[src/rtl/rcd_pkg.sv]
// Shared types and codes of the RTMP chunk deframer.
package rcd_pkg;

	localparam logic [1:0] KIND_PAYLOAD = 2'd0;
	localparam logic [1:0] KIND_EMPTY   = 2'd1;
	localparam logic [1:0] KIND_ABORT   = 2'd2;
	localparam logic [1:0] KIND_ORPHAN  = 2'd3;

	// Chunk header fmt codes.
	localparam logic [1:0] FMT_FULL   = 2'd0;
	localparam logic [1:0] FMT_NOSID  = 2'd1;
	localparam logic [1:0] FMT_STAMP  = 2'd2;
	localparam logic [1:0] FMT_CONT   = 2'd3;

	// Message type of a set-chunk-size control message.
	localparam logic [7:0] TYPE_SET_CHUNK = 8'd1;

	localparam logic [23:0] SEG_LIMIT_RESET = 24'd128;

	// Raw byte held in the input stage.
	typedef struct packed {
		logic       valid;
		logic [7:0] in_byte;
	} item_t;

	// One result item of the deframer.
	typedef struct packed {
		logic [1:0]  kind;
		logic [7:0]  data;
		logic [16:0] stream_id;
		logic [1:0]  header_fmt;
		logic [7:0]  message_type;
		logic [23:0] message_length;
		logic [23:0] timestamp;
		logic        first_of_message;
		logic        last_of_message;
		logic        set_size_msg;
	} result_t;

endpackage

[src/rtl/rcd_byte_reg.sv]
// Input stage: holds one raw byte until the parser takes it.
module rcd_byte_reg (
	input  logic          clk,
	input  logic          arst_n,
	input  logic          s_axis_tvalid,
	output logic          s_axis_tready,
	input  logic [7:0]    s_axis_tdata,   // [7:0] in_byte
	input  logic          take,
	output rcd_pkg::item_t item
);

	logic       valid_q;
	logic [7:0] byte_q;

	assign s_axis_tready = !valid_q || take;

	always_ff @(posedge clk or negedge arst_n) begin
		if (!arst_n) begin
			valid_q <= 1'b0;
		end else if (s_axis_tready) begin
			valid_q <= s_axis_tvalid;
		end
	end

	always_ff @(posedge clk) begin
		if (s_axis_tvalid && s_axis_tready) begin
			byte_q <= s_axis_tdata;
		end
	end

	assign item.valid   = valid_q;
	assign item.in_byte = byte_q;

endmodule

[src/rtl/rcd_parser.sv]
// Header parser and payload counter: all deframing state and the per-byte decision.
module rcd_parser (
	input  logic             clk,
	input  logic             arst_n,
	input  rcd_pkg::item_t   item,
	input  logic             step,
	input  logic             cfg_we,
	input  logic [23:0]      cfg_data,
	output logic             has_result,
	output rcd_pkg::result_t result
);

	localparam logic [2:0] PH_BH0 = 3'd0;
	localparam logic [2:0] PH_BH1 = 3'd1;
	localparam logic [2:0] PH_BH2 = 3'd2;
	localparam logic [2:0] PH_MSG = 3'd3;
	localparam logic [2:0] PH_EXT = 3'd4;
	localparam logic [2:0] PH_PAY = 3'd5;

	localparam logic [3:0]  HDR_LEN_FULL  = 4'd11;
	localparam logic [3:0]  HDR_LEN_NOSID = 4'd7;
	localparam logic [3:0]  HDR_LEN_STAMP = 4'd3;
	localparam logic [3:0]  EXT_LEN       = 4'd4;
	localparam logic [3:0]  STAMP_END     = 4'd3;
	localparam logic [3:0]  LENGTH_END    = 4'd6;
	localparam logic [3:0]  TYPE_POS      = 4'd6;
	localparam logic [23:0] STAMP_ESCAPE  = 24'hFFFFFF;
	localparam logic [16:0] STREAM_BASE   = 17'd64;

	function automatic logic [23:0] chunk_take(input logic [23:0] left,
	                                           input logic [23:0] size);
		return (size != 24'd0 && left > size) ? size : left;
	endfunction

	function automatic rcd_pkg::result_t make_result(
		input logic [1:0]  kind,
		input logic [7:0]  data,
		input logic [16:0] sid,
		input logic [1:0]  fmt,
		input logic [7:0]  mtype,
		input logic [23:0] mlen,
		input logic [23:0] stamp,
		input logic        first,
		input logic        last
	);
		rcd_pkg::result_t r;
		r.kind             = kind;
		r.data             = data;
		r.stream_id        = sid;
		r.header_fmt       = fmt;
		r.message_type     = mtype;
		r.message_length   = mlen;
		r.timestamp        = stamp;
		r.first_of_message = first;
		r.last_of_message  = last;
		r.set_size_msg     = (kind == rcd_pkg::KIND_PAYLOAD || kind == rcd_pkg::KIND_EMPTY)
		                     && mtype == rcd_pkg::TYPE_SET_CHUNK;
		return r;
	endfunction

	logic [23:0] seg_limit_q;
	logic [2:0]  phase_q, phase_d;
	logic [3:0]  hc_q, hc_d, hc_inc, hdr_len;
	logic [1:0]  fmt_q, fmt_d;
	logic [16:0] stream_q, stream_d;
	logic [23:0] stamp_q, stamp_d;
	logic [23:0] len_q, len_d;
	logic [7:0]  type_q, type_d;
	logic [23:0] slen_q, slen_d;
	logic [7:0]  stype_q, stype_d;
	logic        open_q, open_d;
	logic [23:0] mleft_q, mleft_d;
	logic [23:0] cleft_q, cleft_d;
	logic        firstp_q, firstp_d;
	logic        do_basic, do_begin;
	logic [7:0]  b;

	assign b       = item.in_byte;
	assign hc_inc  = hc_q + 4'd1;
	assign hdr_len = (fmt_q == rcd_pkg::FMT_FULL)  ? HDR_LEN_FULL :
	                 (fmt_q == rcd_pkg::FMT_NOSID) ? HDR_LEN_NOSID : HDR_LEN_STAMP;

	always_comb begin
		phase_d    = phase_q;
		hc_d       = hc_q;
		fmt_d      = fmt_q;
		stream_d   = stream_q;
		stamp_d    = stamp_q;
		len_d      = len_q;
		type_d     = type_q;
		slen_d     = slen_q;
		stype_d    = stype_q;
		open_d     = open_q;
		mleft_d    = mleft_q;
		cleft_d    = cleft_q;
		firstp_d   = firstp_q;
		do_basic   = 1'b0;
		do_begin   = 1'b0;
		has_result = 1'b0;
		result     = '0;

		unique case (phase_q)
			PH_BH0: begin
				if (b[7:6] == rcd_pkg::FMT_CONT && !open_q) begin
					// continuation with nothing to continue: flag it, stay in basic header
					fmt_d            = rcd_pkg::FMT_CONT;
					stream_d         = {11'd0, b[5:0]};
					has_result       = 1'b1;
					result.kind      = rcd_pkg::KIND_ORPHAN;
					result.stream_id = {11'd0, b[5:0]};
					result.header_fmt = rcd_pkg::FMT_CONT;
				end else begin
					if (b[7:6] != rcd_pkg::FMT_CONT && open_q) begin
						has_result = 1'b1;
						result = make_result(rcd_pkg::KIND_ABORT, 8'd0, stream_q, fmt_q,
						                     type_q, len_q, stamp_q, 1'b0, 1'b0);
						open_d   = 1'b0;
						firstp_d = 1'b0;
						mleft_d  = '0;
						cleft_d  = '0;
					end
					fmt_d    = b[7:6];
					stream_d = {11'd0, b[5:0]};
					if (b[5:1] == 5'd0) begin
						phase_d = PH_BH1;
					end else begin
						do_basic = 1'b1;
					end
				end
			end
			PH_BH1: begin
				stream_d = {9'd0, b} + STREAM_BASE;
				if (stream_q == 17'd1) begin
					phase_d = PH_BH2;
				end else begin
					do_basic = 1'b1;
				end
			end
			PH_BH2: begin
				stream_d = stream_q + {1'b0, b, 8'd0};
				do_basic = 1'b1;
			end
			PH_MSG: begin
				if (hc_q < STAMP_END) begin
					stamp_d = {stamp_q[15:0], b};
				end else if (hc_q < LENGTH_END) begin
					len_d = {len_q[15:0], b};
				end else if (hc_q == TYPE_POS) begin
					type_d = b;
				end
				if (hc_inc < hdr_len) begin
					hc_d = hc_inc;
				end else begin
					if (fmt_q == rcd_pkg::FMT_STAMP) begin
						len_d  = slen_q;
						type_d = stype_q;
					end else begin
						slen_d  = len_d;
						stype_d = type_d;
					end
					hc_d = '0;
					if (stamp_d == STAMP_ESCAPE) begin
						phase_d = PH_EXT;
					end else begin
						do_begin = 1'b1;
					end
				end
			end
			PH_EXT: begin
				if (hc_inc < EXT_LEN) begin
					hc_d = hc_inc;
				end else begin
					hc_d     = '0;
					do_begin = 1'b1;
				end
			end
			PH_PAY: begin
				has_result = 1'b1;
				result = make_result(rcd_pkg::KIND_PAYLOAD, b, stream_q, fmt_q, type_q,
				                     len_q, stamp_q, firstp_q, mleft_q <= 24'd1);
				firstp_d = 1'b0;
				if (mleft_q != 24'd0) begin
					mleft_d = mleft_q - 24'd1;
				end
				if (cleft_q != 24'd0) begin
					cleft_d = cleft_q - 24'd1;
				end
				if (mleft_d == 24'd0) begin
					open_d  = 1'b0;
					cleft_d = '0;
					phase_d = PH_BH0;
				end else if (cleft_d == 24'd0) begin
					phase_d = PH_BH0;
				end
			end
			default: begin
				phase_d = PH_BH0;
			end
		endcase

		// basic header complete: continuation resumes payload, others read a message header
		if (do_basic) begin
			if (fmt_d == rcd_pkg::FMT_CONT) begin
				cleft_d = chunk_take(mleft_d, seg_limit_q);
				phase_d = PH_PAY;
			end else begin
				hc_d    = '0;
				phase_d = PH_MSG;
			end
		end

		// message header complete: open the message, or report it empty
		if (do_begin) begin
			mleft_d = len_d;
			if (len_d == 24'd0) begin
				open_d     = 1'b0;
				firstp_d   = 1'b0;
				phase_d    = PH_BH0;
				has_result = 1'b1;
				result = make_result(rcd_pkg::KIND_EMPTY, 8'd0, stream_d, fmt_d, type_d,
				                     len_d, stamp_d, 1'b0, 1'b1);
			end else begin
				open_d   = 1'b1;
				firstp_d = 1'b1;
				cleft_d  = chunk_take(len_d, seg_limit_q);
				phase_d  = PH_PAY;
			end
		end
	end

	always_ff @(posedge clk or negedge arst_n) begin
		if (!arst_n) begin
			seg_limit_q <= rcd_pkg::SEG_LIMIT_RESET;
		end else if (cfg_we) begin
			seg_limit_q <= cfg_data;
		end
	end

	always_ff @(posedge clk or negedge arst_n) begin
		if (!arst_n) begin
			phase_q  <= PH_BH0;
			hc_q     <= '0;
			fmt_q    <= '0;
			stream_q <= '0;
			stamp_q  <= '0;
			len_q    <= '0;
			type_q   <= '0;
			slen_q   <= '0;
			stype_q  <= '0;
			open_q   <= 1'b0;
			mleft_q  <= '0;
			cleft_q  <= '0;
			firstp_q <= 1'b0;
		end else if (step) begin
			phase_q  <= phase_d;
			hc_q     <= hc_d;
			fmt_q    <= fmt_d;
			stream_q <= stream_d;
			stamp_q  <= stamp_d;
			len_q    <= len_d;
			type_q   <= type_d;
			slen_q   <= slen_d;
			stype_q  <= stype_d;
			open_q   <= open_d;
			mleft_q  <= mleft_d;
			cleft_q  <= cleft_d;
			firstp_q <= firstp_d;
		end
	end

	// payload phase always has bytes left in both the message and the chunk
	a_pay_counts: assert property (@(posedge clk) disable iff (!arst_n)
		phase_q == PH_PAY |-> (mleft_q != 24'd0 && cleft_q != 24'd0))
		else $error("payload phase with an exhausted counter");

	a_first_needs_open: assert property (@(posedge clk) disable iff (!arst_n)
		!open_q |-> !firstp_q)
		else $error("first-byte mark pending with no open message");

	a_hdr_count: assert property (@(posedge clk) disable iff (!arst_n)
		phase_q == PH_MSG |-> hc_q < HDR_LEN_FULL)
		else $error("message header count overran");

endmodule

[src/rtl/rcd_out_reg.sv]
// Result register: holds one result until the receiver takes it.
module rcd_out_reg (
	input  logic             clk,
	input  logic             arst_n,
	input  logic             load,
	input  rcd_pkg::result_t result,
	output logic             free,
	output logic             m_axis_tvalid,
	input  logic             m_axis_tready,
	output rcd_pkg::result_t held
);

	logic valid_q;

	assign free          = !valid_q || m_axis_tready;
	assign m_axis_tvalid = valid_q;

	always_ff @(posedge clk or negedge arst_n) begin
		if (!arst_n) begin
			valid_q <= 1'b0;
		end else if (load) begin
			valid_q <= 1'b1;
		end else if (m_axis_tready) begin
			valid_q <= 1'b0;
		end
	end

	always_ff @(posedge clk) begin
		if (load) begin
			held <= result;
		end
	end

endmodule

[src/rtl/rtmp_chunk_deframer_core.sv]
// Top level of the RTMP chunk deframer: byte stream in, tagged payload stream out.
//
// Feed the raw chunk stream one byte per transaction on the s_axis channel. Each
// byte yields zero or one transaction on m_axis: a payload byte with the fields
// of its message, an empty-message marker, an abort of the open message, or an
// orphan-continuation error (see the tuser kind code). tlast marks the byte that
// completes a message, and the empty-message marker.
// Write the chunk size on the cfg channel (always ready); zero disables
// splitting. Write it only while the deframer is idle; it applies from the next
// chunk start.
// Path: a byte taken is held in the input byte register, parsed by combinational
// logic, and its result registered in the result register, which offers it on
// m_axis.
// Throughput: one byte per cycle while m_axis takes the results; the parser is a
// single pass of logic between the input byte register and the result register.
// Stalls: while m_axis is held off with a result waiting, one more byte may be
// taken into the input register; a byte with no result passes regardless.
// Reset: all parsing state clears, the chunk size returns to 128, both channels
// come up empty and the next byte is read as a basic header.
module rtmp_chunk_deframer_core (
	input  logic        clk,
	input  logic        arst_n,
	input  logic        s_axis_tvalid,
	output logic        s_axis_tready,
	input  logic [7:0]  s_axis_tdata,   // [7:0] in_byte
	output logic        m_axis_tvalid,
	input  logic        m_axis_tready,
	// [7:0] data, [24:8] stream_id, [26:25] header_fmt, [34:27] message_type,
	// [58:35] message_length, [82:59] timestamp, [87:83] zero
	output logic [87:0] m_axis_tdata,
	// [1:0] kind, [2] first_of_message, [3] set-chunk-size message flag
	output logic [3:0]  m_axis_tuser,
	output logic        m_axis_tlast,   // last_of_message
	input  logic        cfg_valid,
	output logic        cfg_ready,
	input  logic [23:0] cfg_data        // maximum payload bytes per chunk
);

	rcd_pkg::item_t   item;
	rcd_pkg::result_t result;
	rcd_pkg::result_t held;
	logic             has_result;
	logic             out_free;
	logic             advance;

	assign cfg_ready = 1'b1;

	// Advance the held byte when its result, if any, has room in the result register.
	assign advance = item.valid && (!has_result || out_free);

	rcd_byte_reg u_byte_reg (
		.clk           (clk),
		.arst_n        (arst_n),
		.s_axis_tvalid (s_axis_tvalid),
		.s_axis_tready (s_axis_tready),
		.s_axis_tdata  (s_axis_tdata),
		.take          (advance),
		.item          (item)
	);

	rcd_parser u_parser (
		.clk        (clk),
		.arst_n     (arst_n),
		.item       (item),
		.step       (advance),
		.cfg_we     (cfg_valid && cfg_ready),
		.cfg_data   (cfg_data),
		.has_result (has_result),
		.result     (result)
	);

	rcd_out_reg u_out_reg (
		.clk           (clk),
		.arst_n        (arst_n),
		.load          (advance && has_result),
		.result        (result),
		.free          (out_free),
		.m_axis_tvalid (m_axis_tvalid),
		.m_axis_tready (m_axis_tready),
		.held          (held)
	);

	assign m_axis_tdata = {5'd0, held.timestamp, held.message_length, held.message_type,
	                       held.header_fmt, held.stream_id, held.data};
	assign m_axis_tuser = {held.set_size_msg, held.first_of_message, held.kind};
	assign m_axis_tlast = held.last_of_message;

	// a result leaving the parser is always offered on the next cycle
	a_result_offered: assert property (@(posedge clk) disable iff (!arst_n)
		advance && has_result |=> m_axis_tvalid)
		else $error("parsed result not registered");

	// a held byte that cannot advance is kept
	a_byte_kept: assert property (@(posedge clk) disable iff (!arst_n)
		item.valid && !advance |=> item.valid && $stable(item.in_byte))
		else $error("input byte lost while stalled");

endmodule

[config.mk]
export PLATFORM = sky130hd
export DESIGN_NAME = rtmp_chunk_deframer_core
export DESIGN_NICKNAME = d
export VERILOG_FILES = /design/src/rtl/rcd_pkg.sv /design/src/rtl/rcd_byte_reg.sv /design/src/rtl/rcd_parser.sv /design/src/rtl/rcd_out_reg.sv /design/src/rtl/rtmp_chunk_deframer_core.sv
export SDC_FILE = /design/constraint.sdc
export NUM_CORES = 1
export LEC_CHECK = 0
export BUFFER_PORTS_ARGS = -buffer_cell sky130_fd_sc_hd__buf_2
export CAP_MARGIN = 15
export CELL_PAD_IN_SITES_DETAIL_PLACEMENT = 2
export CELL_PAD_IN_SITES_GLOBAL_PLACEMENT = 2
export CORE_MARGIN = 1.5
export CORE_UTILIZATION = 39
export DETAILED_ROUTE_END_ITERATION = 8
export GPL_TIMING_DRIVEN = 0
export PLACE_DENSITY_LB_ADDON = 0.05
export SKIP_CTS_REPAIR_TIMING = 1
export SYNTH_ARGS = -nofsm -noshare
export SYNTH_HDL_FRONTEND = slang
export SYNTH_SLANG_ARGS = --single-unit
[constraint.sdc]
create_clock -name clk -period 11.8 [get_ports clk]
set_input_delay 2.36 -clock clk [delete_from_list [all_inputs] [get_ports clk]]
set_output_delay 2.36 -clock clk [all_outputs]
set_load 0.01 [all_outputs]
==> flow_metrics.py <==
metrics = {
    "outcome": {
        "outcome": "finished clean",
    },
    "floorplan": {
        "dieWidth_um": 216,
        "coreArea_mm2": 0.0444,
        "io_pins": 133,
        "initial_core_util_pct": 39.7,
        "die_area_mm2": 0.0465,
        "rows": 77,
        "die_y_um": 216,
    },
    "yosys": {
        "yosys_register_bits": 286,
        "ys_warn_count": 0,
        "synth_ff_type": "dfrtp_1",
        "synth_edf_count": 96,
        "netlist_area_mm2": 0.0176,
        "synthArstFlopShare_pct": 66.4,
        "ys_seq_area_share_pct": 43.3,
        "yosysUniqueCellTypes": 79,
        "syn_inst": 1901,
        "syn_avg_cell_area_um2": 9.28,
    },
    "placed_design": {
        "place_congestion": 0.933,
        "dp_hpwl_mm": 58.7,
        "port-buffer-count": 125,
        "placed_cells": 2630,
    },
    "sta": {
        "slew_violations": 0,
        "max_slew_margin_pct": 10.4,
        "worst_slew_pin_slew_ps": 1340,
        "timing.final.crit_period_ps": 9810,
        "hold_viol_final": 0,
        "rsz0062_at_grt": "false",
        "finalCritPeriodShare_pct": 83.1,
        "finClkSkew_ps": 22.8,
        "hold_slack_ps": 506,
        "setup_viol": 0,
        "fmax_mhz": 102,
    },
    "routing": {
        "drtIter0Drc": 1041,
        "vias": 16900,
        "routed_wirelength_mm": 79.1,
        "postRouteAntennaNets": 0,
        "dr.pass1.iters": 5,
        "post_drt_wl_per_cell_um": 29.3,
        "route.detailed.drc": 0,
        "viasPerCell": 6.27,
    },
    "finish": {
        "fin_nets": 2184,
        "final_cell_mix": "nand2_1, o21ai_0, dfrtp_1",
        "final-seq-area_mm2": 0.00764,
        "stdcell_count": 2698,
        "fill_cells": 4841,
        "area_growth_pct": 15.6,
        "diodes": 0,
        "drive_above_1_share_pct": 15.3,
        "multiInputGateArea_mm2": 0.00911,
        "final_common_cell": "nand2_1",
    },
    "power": {
        "ir_drop_mv": 0.106,
        "p_comb_share_pct": 50.1,
        "internal_power_w": 0.00287,
        "sequentialPowerShare_pct": 28.7,
        "switching_share_pct": 47.6,
        "p_clk_share_pct": 21.2,
        "leakagePower_nw": 8.84,
        "power-per-cell-area_mw_per_mm2": 268,
        "switchingPower_w": 0.00261,
    },
    "clock_tree": {
        "clock-sinks": 286,
        "clk_latency_ps": 580,
        "cts_tree": "built",
        "clock_path_buffers": 3,
        "htreeDepth": 2,
        "cts_root_buf": "clkbuf_16",
        "path_clk_slew_ps": 60,
        "cts_made_buffers": 37,
    },
    "worst_setup_path": {
        "worstSetupStartpointType": "register",
        "cp_max_fo": 10,
        "crit_required_ps": 9440,
        "worst_setup_path_end_kind": "output port",
        "critPathArrivalTime_ps": 7450,
        "crit_type": "register to output port",
    },
    "hold_path": {
        "worstHoldPathType": "register to register",
    },
    "flow_run": {
        "cap_violations": 0,
    },
    "grt": {
        "grt_max_degree": 101,
        "grt_pass1_wl_mm": 119,
        "gr-usage-met1_pct": 43.1,
        "overflow": 0,
        "grt-busiest-layer": "met2",
        "grt_use_met2_pct": 57.6,
        "grt_antenna_before_repair": 3,
        "grt_pass1_vias": 18200,
        "grtUsageMet3_pct": 5.13,
        "grtUsageTotal_pct": 33.9,
    },
}
layer usage:
metal  vias up  part of all wire, %
met3       156                  5.0
li1       7399                    -
met4         2                  4.2
met5         -                0.019
met2       536                   48
met1      8836                   42
critical path, cell delays in order, from the launching register on:
cell	delay (ps)
dfrtp_1	440
clkbuf_1	430
buf_1	480
xnor2_1	220
ha_1	290
a211oi_1	360
or3_1	170
clkbuf_1	450
clkbuf_1	590
nand3_1	150
a22oi_1	950
nand4b_1	300
nor4_4	590
nand3_1	430
buf_2	360
a211oi_1	400
inv_1	70
buf_2	150
power groups by stage:
stage               clock network (W)  registers [W]  logic [W]
floorplan                           0        0.00148    0.00172
global placement                    0        0.00156    0.00255
detailed placement                  0        0.00157    0.00266
CTS                           0.00117        0.00156    0.00269
global route                  0.00121        0.00160    0.00294
finish                        0.00116        0.00157    0.00274
sequential cells by signal, summed over array words and instances (netlist names), 2 cells and up:
register	flops
u_parser.stype_q	8
u_parser.cleft_q	24
u_parser.stamp_q	24
u_parser.len_q	24
u_out_reg.held	88
u_parser.phase_q	3
u_parser.stream_q	17
u_parser.seg_limit_q	24
u_parser.type_q	8
u_parser.slen_q	24
u_parser.fmt_q	2
u_parser.hc_q	4
u_parser.mleft_q	24
u_byte_reg.byte_q	8
cell type report:
cell class	instances	area share, %
flip-flops and latches	286	37.5
plain buffers	143	3.11
multi-input cells	1397	44.7
clock buffers	51	5.05
clock inverters	16	0.902
well taps	592	3.63
inverters	79	1.45
repair buffers	134	3.71
kinds of logic (layout without fill, tap and decap cells):
group,Yosys count,count (layout),synth area share [%]
AND/OR/NAND/NOR,622,622,17.6
AO/OA/AOI/OAI,589,589,21.8
flip-flops,286,286,43.3
buffers and inverters,222,423,5.28
multiplexers,89,89,5.93
adder cells (fa/ha/maj),69,69,4.94
XOR/XNOR,22,22,1.09
other,2,6,0.0426
metrics by stage:
stage	TNS, ps	setup slack [ps]	cell area, um2	total power [W]	util (%)
2_1_floorplan	0	3390	17700	0.00320	-
3_3_place_gp	-42130	-506	19000	0.00411	42.8
3_5_place_dp	0	2840	19200	0.00424	43.2
4_1_cts	0	2150	20400	0.00543	45.9
5_1_grt	0	1670	20400	0.00574	45.9
6_report	0	1990	20400	0.00547	45.9
synth_stat cells, types with 7 or more instances:
cell type,instances,area (um2)
nand3_1,30,150
or3_1,18,113
or2_2,7,43.8
a22o_1,36,315
nand4_1,35,219
buf_2,21,105
nand2b_1,9,56.3
edfxtp_1,96,2880
mux2_4,17,255
a21oi_1,93,465
xnor2_1,18,158
a21o_1,40,300
a2111oi_0,8,70.1
mux2i_1,16,160
o21ai_0,191,956
and3_1,8,50.1
nand2_1,225,845
nor4_1,27,169
o31a_1,9,78.8
mux2_2,53,597
nor4b_1,26,228
o22ai_1,20,125
or4_1,9,67.6
and2_1,46,288
o221ai_1,9,78.8
ha_1,68,851
o211ai_1,16,120
nand3b_1,7,52.6
clkbuf_1,103,387
nor3_1,46,230
o31ai_1,11,82.6
a211oi_1,36,270
nor2_1,108,405
a2bb2oi_1,12,105
inv_1,79,297
o21a_1,7,52.6
buf_4,7,52.6
dfrtp_1,189,4730
a31oi_1,29,181
worst paths after layout:
kind | start | endpoint | slack (ps) | depth (start not counted)
worst min register to register | u_parser.slen_q[11] | u_parser.slen_q[11] | 510 | 1
min in group asynchronous | arst_n | u_parser.stamp_q[19] | 1820 | 1
worst min-delay path | u_parser.slen_q[11] | u_parser.slen_q[11] | 510 | 1
worst max-delay path | u_parser.hc_q[3] | s_axis_tready | 1990 | 17
max in group asynchronous | arst_n | u_parser.cleft_q[5] | 8880 | 2
worst max register to register | u_parser.hc_q[2] | u_parser.cleft_q[4] | 3910 | 24
Power figures use the tool's default switching activity.
